`src/rtl/cbm_pkg.sv`:
```
// Shared types, codes and a helper function for the cartridge bank mapper.
`default_nettype none

package cbm_pkg;

	// Bus access kinds
	localparam logic [1:0] REQ_ROM_RD = 2'd0;
	localparam logic [1:0] REQ_ROM_WR = 2'd1;
	localparam logic [1:0] REQ_RAM_RD = 2'd2;
	localparam logic [1:0] REQ_RAM_WR = 2'd3;

	// Mapper kinds
	localparam logic [1:0] MAPPER_NONE = 2'd0;
	localparam logic [1:0] MAPPER_MBC1 = 2'd1;
	localparam logic [1:0] MAPPER_MBC5 = 2'd2;

	// Result targets
	localparam logic [1:0] TGT_NONE = 2'd0;
	localparam logic [1:0] TGT_ROM  = 2'd1;
	localparam logic [1:0] TGT_RAM  = 2'd2;

	// Configuration register indexes
	localparam int unsigned CFG_IDX_W = 3;
	localparam logic [CFG_IDX_W-1:0] CFG_MAPPER_TYPE    = 3'd0;
	localparam logic [CFG_IDX_W-1:0] CFG_ROM_BANK_COUNT = 3'd1;
	localparam logic [CFG_IDX_W-1:0] CFG_RAM_BANK_COUNT = 3'd2;
	localparam logic [CFG_IDX_W-1:0] CFG_RAM_PRESENT    = 3'd3;
	localparam logic [CFG_IDX_W-1:0] CFG_RUMBLE_PRESENT = 3'd4;
	localparam logic [CFG_IDX_W-1:0] CFG_RAM_IS_2KIB    = 3'd5;
	localparam int unsigned CFG_DATA_W = 10;

	typedef struct packed {
		logic [1:0]  req_type;
		logic [15:0] bus_addr;
		logic [7:0]  bus_data;
	} in_item_t;

	typedef struct packed {
		logic [1:0]  target;
		logic [22:0] phys_addr;
		logic        write_strobe;
		logic [7:0]  write_byte;
		logic        out_of_range;
	} out_item_t;

	typedef struct packed {
		logic [1:0] mapper_type;
		logic [9:0] rom_bank_count;
		logic [4:0] ram_bank_count;
		logic       ram_present;
		logic       rumble_present;
		logic       ram_is_2kib;
	} cfg_regs_t;

	typedef struct packed {
		logic [8:0] rom_bank;
		logic [3:0] ram_bank;
		logic       banking_mode;
		logic       ram_enabled;
	} bank_state_t;

	// MBC1 ROM bank mask: h | (h - 1) with h = min(count / 2, 16), kept to 5 bits.
	function automatic logic [4:0] mbc1_mask(input logic [9:0] count);
		logic [8:0] half;
		logic [4:0] h;
		half = count[9:1];
		h = (half > 9'd16) ? 5'd16 : half[4:0];
		return h | (h - 5'd1);
	endfunction

endpackage

`default_nettype wire

```
`src/rtl/cbm_bank_regs.sv`:
```
// Bank register file of the mapper, loaded by ROM-area writes.
`default_nettype none

module cbm_bank_regs
	import cbm_pkg::*;
(
	input  wire logic        clk,
	input  wire logic        arst_n,
	input  wire logic        upd,
	input  wire in_item_t    item,
	input  wire cfg_regs_t   cfg,
	output bank_state_t      state
);

	bank_state_t state_q, state_d;
	logic [8:0]  mbc5_mask;
	logic [4:0]  mask1;
	logic [15:0] a;
	logic [7:0]  v;

	assign a = item.bus_addr;
	assign v = item.bus_data;
	assign mbc5_mask = cfg.rom_bank_count[8:0] - 9'd1;
	assign mask1 = mbc1_mask(cfg.rom_bank_count);

	always_comb begin
		state_d = state_q;
		if (upd && item.req_type == REQ_ROM_WR && !a[15]) begin
			case (cfg.mapper_type)
				MAPPER_MBC1: begin
					if (a <= 16'h1FFF) begin
						state_d.ram_enabled = (v[3:0] == 4'hA) && cfg.ram_present;
					end else if (a <= 16'h3FFF) begin
						if (v[4:0] == 5'd0)
							state_d.rom_bank = 9'd1;
						else
							state_d.rom_bank = {4'd0, v[4:0] & mask1};
					end else if (a <= 16'h5FFF) begin
						state_d.ram_bank = {2'd0, v[1:0]};
					end else begin
						state_d.banking_mode = v[0];
					end
				end
				MAPPER_MBC5: begin
					if (a <= 16'h1FFF) begin
						state_d.ram_enabled = (v[3:0] == 4'hA) && cfg.ram_present
							&& (cfg.ram_bank_count != 5'd0);
					end else if (a <= 16'h2FFF) begin
						state_d.rom_bank = {state_q.rom_bank[8], v} & mbc5_mask;
					end else if (a <= 16'h3FFF) begin
						state_d.rom_bank = {v[0], state_q.rom_bank[7:0]} & mbc5_mask;
					end else if (a <= 16'h5FFF) begin
						state_d.ram_bank = v[3:0] & (cfg.rumble_present ? 4'h7 : 4'hF);
					end
				end
				default: begin
				end
			endcase
		end
	end

	always_ff @(posedge clk or negedge arst_n) begin
		if (!arst_n) begin
			state_q.rom_bank     <= 9'd1;
			state_q.ram_bank     <= 4'd0;
			state_q.banking_mode <= 1'b0;
			state_q.ram_enabled  <= 1'b0;
		end else begin
			state_q <= state_d;
		end
	end

	assign state = state_q;

endmodule

`default_nettype wire

```
`src/rtl/cbm_xlate.sv`:
```
// Address translation from one bus access to a ROM or RAM byte address.
`default_nettype none

module cbm_xlate
	import cbm_pkg::*;
#(
	parameter int unsigned ROM_ADDR_BITS = 23,
	parameter int unsigned RAM_ADDR_BITS = 17
) (
	input  wire in_item_t    item,
	input  wire cfg_regs_t   cfg,
	input  wire bank_state_t state,
	output out_item_t        result
);

	logic [15:0] a;
	logic [12:0] off;
	logic [1:0]  hi;
	logic [4:0]  mask1;
	logic [6:0]  zb;
	logic [6:0]  bank1;
	logic [23:0] rom_phys, rom_size, rom_cap, rom_lim;
	logic [17:0] ram_phys, ram_size, ram_cap, ram_lim;
	logic        rom_formed;
	logic        ram_go;

	assign a = item.bus_addr;
	assign off = a[12:0];
	assign hi = state.ram_bank[1:0];
	assign mask1 = mbc1_mask(cfg.rom_bank_count);

	assign rom_size = {cfg.rom_bank_count, 14'd0};
	assign rom_cap  = 24'd1 << ROM_ADDR_BITS;
	assign rom_lim  = (rom_size < rom_cap) ? rom_size : rom_cap;
	assign ram_size = cfg.ram_is_2kib ? 18'd2048 : {cfg.ram_bank_count, 13'd0};
	assign ram_cap  = 18'd1 << RAM_ADDR_BITS;
	assign ram_lim  = (ram_size < ram_cap) ? ram_size : ram_cap;

	// MBC1 upper bank bits taken from the secondary bank register.
	always_comb begin
		if (cfg.rom_bank_count <= 10'd32)
			zb = 7'd0;
		else if (cfg.rom_bank_count == 10'd64)
			zb = {1'b0, hi[0], 5'd0};
		else
			zb = {hi, 5'd0};
		if (cfg.rom_bank_count > 10'd32)
			bank1 = {zb[6:5], state.rom_bank[4:0] & mask1};
		else
			bank1 = {2'd0, state.rom_bank[4:0] & mask1};
	end

	always_comb begin
		rom_phys = 24'd0;
		rom_formed = 1'b0;
		case (cfg.mapper_type)
			MAPPER_NONE: begin
				rom_phys = {8'd0, a};
				rom_formed = 1'b1;
			end
			MAPPER_MBC1: begin
				if (!a[14])
					rom_phys = state.banking_mode ? {3'd0, zb, a[13:0]} : {8'd0, a};
				else
					rom_phys = {3'd0, bank1, a[13:0]};
				rom_formed = 1'b1;
			end
			MAPPER_MBC5: begin
				rom_phys = !a[14] ? {8'd0, a} : {1'b0, state.rom_bank, a[13:0]};
				rom_formed = 1'b1;
			end
			default: begin
			end
		endcase
	end

	always_comb begin
		ram_phys = 18'd0;
		if (cfg.mapper_type == MAPPER_MBC1) begin
			if (cfg.ram_bank_count == 5'd1)
				ram_phys = {5'd0, off & (cfg.ram_is_2kib ? 13'h07FF : 13'h1FFF)};
			else if (state.banking_mode)
				ram_phys = {3'd0, hi, off};
			else
				ram_phys = {5'd0, off};
		end else begin
			ram_phys = {1'b0, state.ram_bank, off};
		end
	end

	assign ram_go = state.ram_enabled
		&& (cfg.mapper_type == MAPPER_MBC1 || cfg.mapper_type == MAPPER_MBC5);

	always_comb begin
		result = '0;
		if (!item.req_type[1]) begin
			if (a[15]) begin
				result.out_of_range = 1'b1;
			end else if (item.req_type == REQ_ROM_RD && rom_formed) begin
				result.phys_addr = rom_phys[22:0];
				if (rom_phys >= rom_lim)
					result.out_of_range = 1'b1;
				else
					result.target = TGT_ROM;
			end
		end else begin
			if (a[15:13] != 3'b101) begin
				result.out_of_range = 1'b1;
			end else if (ram_go) begin
				result.phys_addr = {5'd0, ram_phys};
				if (ram_phys >= ram_lim) begin
					result.out_of_range = 1'b1;
				end else begin
					result.target = TGT_RAM;
					if (item.req_type == REQ_RAM_WR) begin
						result.write_strobe = 1'b1;
						result.write_byte = item.bus_data;
					end
				end
			end
		end
	end

endmodule

`default_nettype wire

```
`src/rtl/cartridge_bank_mapper_unit.sv`:
```
// Top level of the cartridge bank mapper: config registers and the two-register pipeline.
//
//  Channel  Direction  Handshake              Payload
//  in       to block   in_valid / in_stall    in_data (in_item_t)
//  out      from block out_valid / out_stall  out_data (out_item_t)
//  cfg      to block   cfg_valid / cfg_ready  cfg_index, cfg_data
//
// Each access is captured in an input register and its result is registered in the
// output register; one transfer per cycle while out_stall stays low.
// Bank registers change when a ROM-area write passes from the input register
// to the output register, so the following access already sees the new banks.
// While out_stall holds, the input register keeps one more access, then in_stall rises.
// Reset clears the valid flags, sets the bank registers and the configuration to defaults.
`default_nettype none

module cartridge_bank_mapper_unit
	import cbm_pkg::*;
#(
	parameter int unsigned ROM_ADDR_BITS = 23,
	parameter int unsigned RAM_ADDR_BITS = 17
) (
	input  wire logic                  clk,
	input  wire logic                  arst_n,
	input  wire logic                  in_valid,
	output logic                       in_stall,
	input  wire in_item_t              in_data,
	output logic                       out_valid,
	input  wire logic                  out_stall,
	output out_item_t                  out_data,
	input  wire logic                  cfg_valid,
	output logic                       cfg_ready,
	input  wire logic [CFG_IDX_W-1:0]  cfg_index,
	input  wire logic [CFG_DATA_W-1:0] cfg_data
);

	cfg_regs_t   cfg_q;
	bank_state_t bank_state;
	in_item_t    item_s1;
	logic        valid_s1;
	out_item_t   result_s2;
	logic        valid_s2;
	out_item_t   result;
	logic        s2_free;
	logic        adv;
	logic        in_xfer;

	assign cfg_ready = 1'b1;

	always_ff @(posedge clk or negedge arst_n) begin
		if (!arst_n) begin
			cfg_q.mapper_type    <= MAPPER_NONE;
			cfg_q.rom_bank_count <= 10'd2;
			cfg_q.ram_bank_count <= 5'd0;
			cfg_q.ram_present    <= 1'b0;
			cfg_q.rumble_present <= 1'b0;
			cfg_q.ram_is_2kib    <= 1'b0;
		end else if (cfg_valid && cfg_ready) begin
			case (cfg_index)
				CFG_MAPPER_TYPE:    cfg_q.mapper_type    <= cfg_data[1:0];
				CFG_ROM_BANK_COUNT: cfg_q.rom_bank_count <= cfg_data[9:0];
				CFG_RAM_BANK_COUNT: cfg_q.ram_bank_count <= cfg_data[4:0];
				CFG_RAM_PRESENT:    cfg_q.ram_present    <= cfg_data[0];
				CFG_RUMBLE_PRESENT: cfg_q.rumble_present <= cfg_data[0];
				CFG_RAM_IS_2KIB:    cfg_q.ram_is_2kib    <= cfg_data[0];
				default: begin
				end
			endcase
		end
	end

	assign s2_free  = !valid_s2 || !out_stall;
	assign adv      = valid_s1 && s2_free;
	assign in_stall = valid_s1 && !s2_free;
	assign in_xfer  = in_valid && !in_stall;

	always_ff @(posedge clk or negedge arst_n) begin
		if (!arst_n) begin
			valid_s1 <= 1'b0;
			valid_s2 <= 1'b0;
		end else begin
			if (in_xfer)
				valid_s1 <= 1'b1;
			else if (adv)
				valid_s1 <= 1'b0;
			if (s2_free)
				valid_s2 <= valid_s1;
		end
	end

	always_ff @(posedge clk) begin
		if (in_xfer)
			item_s1 <= in_data;
		if (adv)
			result_s2 <= result;
	end

	cbm_bank_regs u_bank_regs (
		.clk    (clk),
		.arst_n (arst_n),
		.upd    (adv),
		.item   (item_s1),
		.cfg    (cfg_q),
		.state  (bank_state)
	);

	cbm_xlate #(
		.ROM_ADDR_BITS (ROM_ADDR_BITS),
		.RAM_ADDR_BITS (RAM_ADDR_BITS)
	) u_xlate (
		.item   (item_s1),
		.cfg    (cfg_q),
		.state  (bank_state),
		.result (result)
	);

	assign out_valid = valid_s2;
	assign out_data  = result_s2;

endmodule

`default_nettype wire

```
`config.mk`:
```
export PLATFORM = sky130hd
export DESIGN_NAME = cartridge_bank_mapper_unit
export DESIGN_NICKNAME = d
export VERILOG_FILES = /design/src/rtl/cbm_pkg.sv /design/src/rtl/cbm_bank_regs.sv /design/src/rtl/cbm_xlate.sv /design/src/rtl/cartridge_bank_mapper_unit.sv
export SDC_FILE = /design/constraint.sdc
export NUM_CORES = 1
export LEC_CHECK = 0
export BUFFER_PORTS_ARGS = -buffer_cell sky130_fd_sc_hd__buf_2
export CAP_MARGIN = 20
export CORE_ASPECT_RATIO = 0.6
export CORE_MARGIN = 8
export CORE_UTILIZATION = 50
export CTS_CLUSTER_DIAMETER = 100
export CTS_CLUSTER_SIZE = 8
export DETAILED_ROUTE_END_ITERATION = 10
export HOLD_SLACK_MARGIN = 0.06
export PLACE_DENSITY = 0.83
export REMOVE_ABC_BUFFERS = 1
export SLEW_MARGIN = 10
export SYNTH_ARGS = -nofsm -noshare
export SYNTH_HDL_FRONTEND = slang
export SYNTH_SLANG_ARGS = --single-unit
```
`constraint.sdc`:
```
create_clock -name clk -period 3.6 [get_ports clk]
set_input_delay 0.72 -clock clk [delete_from_list [all_inputs] [get_ports clk]]
set_output_delay 0.72 -clock clk [all_outputs]
set_load 0.05 [all_outputs]
```
==> results.json <==
{
  "status": "finished clean",
  "crit_family": "simple AND/OR/NAND/NOR gates",
  "synth.avg_cell_area_um2": 11.6,
  "pre_cts_ws_ns": 0.158,
  "tightest_slew_ns": 1.03,
  "p_per_area_nw_per_um2": 568,
  "area_growth_pct": 17.2,
  "critPathRequiredTime_ns": 3.81,
  "p_comb_share_pct": 23.7,
  "coreArea_um2": 9700,
  "cap_violations": 0,
  "drt_iter0_markers": 415,
  "io_pins": 82,
  "min_period_ns": 3.40,
  "cts.clk_slew.worst_paths_ns": 0.07,
  "synthTopCellsByArea": "edfxtp_1 (37%), dfrtp_1 (18%), ha_1 (4.8%)",
  "hold_start": "cfg_q[1]",
  "grt_pass1_wl_um": 20100,
  "drc_errors": 0,
  "h-tree-depth": 3,
  "drive_above_1_share_pct": 27.3,
  "yosysUniqueCellTypes": 71,
  "grt_overflow_total": 0,
  "synth_top_area_share_pct": 37.3,
  "skew_ns": 0.00762,
  "power_uw": 3270,
  "pwr-share-seq_pct": 46.7,
  "cpPeakStageDelay_ns": 0.57,
  "viasPerCell": 5.77,
  "synthesis.area_um2": 4920,
  "r2r_start": "cfg_q[8]",
  "power.share.clock_pct": 29.6,
  "fin_area_um2": 5760,
  "post_cts_buffers": 0,
  "dpl_cell_area_um2": 5460,
  "cts_tree": "built",
  "startpoint_type": "register",
  "yosysSeqAreaShare_pct": 56.1,
  "initial_core_util_pct": 50.7,
  "final_util_pct": 59.4,
  "die_h_um": 92.8,
  "die_area_um2": 13400,
  "fin_crit_sh_pct": 94.5,
  "die_w_um": 144,
  "rows": 28,
  "path_class": "register to register",
  "critPathArrivalTime_ns": 3.61,
  "numCtsBuffers": 9,
  "crit_path_top_delay_cell": "or4_1",
  "antenna_found_initial": 0,
  "setup_viol_count_final": 0,
  "synth-seq-cells": 98,
  "switching_share_pct": 32.0,
  "power.internal_uw": 2220,
  "synth_ff_type": "edfxtp_1",
  "yosysWarnings": 0,
  "cts_buffer_depth": 2,
  "wl_per_cell_um": 19.5,
  "wirelength_um": 12600,
  "max-vdd-ir-drop_v": 0.000331,
  "vias": 3719,
  "final_cell_mix": "buf_2 (80), edfxtp_1 (61), nand2_1 (36)",
  "ff_latch_area_um2": 2760,
  "clock_latency_ns": 0.34,
  "nets": 567,
  "cp-end-kind": "register",
  "hpwl_um": 9630,
  "insertedDiodeCount": 0,
  "path_buf_inv": 1,
  "ys_async_sr_fraction_pct": 37.8,
  "grt_usage_pct": 19.6,
  "finalHoldViolCount": 0,
  "hold_class": "register to register",
  "synth_edf_count": 61,
  "tns_ns": 0,
  "n_fill_cell": 802,
  "setup_ws_ns": 0.199,
  "syn_inst": 424,
  "port_buffers": 80,
  "final_common_cell": "buf_2",
  "hold_depth": 1,
  "r2r_slack_ns": 0.20,
  "ctsRootBufferMaster": "clkbuf_16",
  "drt-pass1-iter-count": 5,
  "cts_hold_buf": 0,
  "relSlewSlack_pct": 30.7,
  "multi_input_area_um2": 2030,
  "rsz0062_at_grt": "false",
  "synth_largest_area_cell": "edfxtp_1",
  "crit_fanout": 6,
  "worst-r2r-cell-count": 12,
  "fmax_ghz": 0.294,
  "path_cells": "inv_1 > ha_1 > or4b_4 > a21oi_2 > o21ai_1 > a31o_1 > nor2b_1 > ha_1 > nand3_1 > or4_1 > o41ai_2 > o22a_1",
  "path_common_cell": "ha_1",
  "r2r-end": "out_data[0]",
  "power.net_switching_uw": 1050,
  "slew_viol_final": 0,
  "cts_sinks": 98,
  "ant_nets": 0,
  "grt_max_degree": 38,
  "grt_pass1_vias": 3748,
  "leakagePower_uw": 0.00235,
  "worstHoldEndpoint": "u_bank_regs.state[5]",
  "gp_congestion": 0.946
}
## worst max path at each step
| stage | from | to | depth (start not counted) |
|---|---|---|---|
| 2_1_floorplan | out_valid | u_bank_regs.state[10] | 4 |
| 3_3_place_gp | cfg_q[8] | out_data[0] | 13 |
| 3_5_place_dp | cfg_q[8] | out_data[0] | 13 |
| 4_1_cts | cfg_q[8] | out_data[0] | 13 |
| 5_1_grt | cfg_q[8] | out_data[0] | 13 |
| 6_report | cfg_q[8] | out_data[0] | 12 |
## logic make-up after synthesis
kind of cell	synth area share (%)
AND/OR/NAND/NOR	19.7
multiplexers	3.66
XOR/XNOR	1.07
flip-flops	56.1
other	0.0763
adder cells (fa/ha/maj)	4.84
AO/OA/AOI/OAI	11.7
buffers and inverters	2.83
## synthesized netlist by cell type, types with 2 or more instances
| cell type | count |
|---|---|
| a211oi_1 | 2 |
| a21o_1 | 5 |
| a21oi_1 | 13 |
| a22o_1 | 3 |
| a31o_1 | 2 |
| a32o_1 | 6 |
| and2_1 | 18 |
| and3_1 | 2 |
| buf_1 | 2 |
| buf_2 | 6 |
| buf_4 | 3 |
| clkbuf_1 | 6 |
| dfrtp_1 | 35 |
| dfstp_2 | 2 |
| edfxtp_1 | 61 |
| ha_1 | 19 |
| inv_1 | 11 |
| mux2_2 | 15 |
| nand2_1 | 36 |
| nand2b_1 | 14 |
| nand3_1 | 18 |
| nand4_1 | 6 |
| nand4b_1 | 4 |
| nor2_1 | 30 |
| nor2b_1 | 10 |
| nor3_1 | 10 |
| nor3_2 | 2 |
| nor3b_1 | 3 |
| nor4_1 | 2 |
| nor4_2 | 4 |
| o21ai_0 | 11 |
| o21ai_1 | 12 |
| o22ai_1 | 4 |
| o31ai_1 | 4 |
| or4_1 | 2 |
| or4_4 | 2 |
| xnor2_1 | 3 |
| xor2_1 | 3 |
## flip-flops by register name, summed over array words and instances (netlist names)
name and flops:
out_valid 1, u_bank_regs.state 15, item_s1 26, out_data 35, valid_s1 1, cfg_q 20
## worst reg2reg max path, cell delays in order (launching register included)
cell and delay, ns:
dfrtp_1 0.39, inv_1 0.17, ha_1 0.23, or4b_4 0.52
a21oi_2 0.18, o21ai_1 0.09, a31o_1 0.23, nor2b_1 0.13
ha_1 0.30, nand3_1 0.09, or4_1 0.57, o41ai_2 0.23
o22a_1 0.16
## layer usage
metal	part of all wire (%)	wire [um]	global-route usage (%)	vias up
li1	-	-	-	1728
met1	49	6220	29.4	1793
met2	41	5130	26.7	187
met3	8.7	1090	5.34	11
met4	0.99	125	5.74	0
met5	0	0	0	-
## power by group through the flow
stage	sequential, uW	clock, uW	combinational [uW]
global placement	1530	0	752
detailed placement	1550	0	764
finish	1530	969	777
CTS	1520	988	769
floorplan	1590	0	459
global route	1550	1030	855
## final cells by class
type                    instances  share of cell area, %
flip-flops and latches         98                   47.9
inverters                      12                  0.782
well taps                     135                   2.93
clock inverters                 4                  0.499
clock buffers                  12                   4.84
repair buffers                 87                   7.86
multi-input cells             296                   35.2
## through the flow
stage	std cells	hold slack [ns]
final	644	0.473
after global routing	644	0.505
after CTS	644	0.479
after detailed placement	628	0.470
after global placement	628	0.446
after floorplan	406	0.424
## timing repair
item	in CTS	in global routing
resized for setup	0	1
setup endpoints to repair	0	1
endpoints found under the hold margin	0	0
Power figures use the tool's default switching activity.
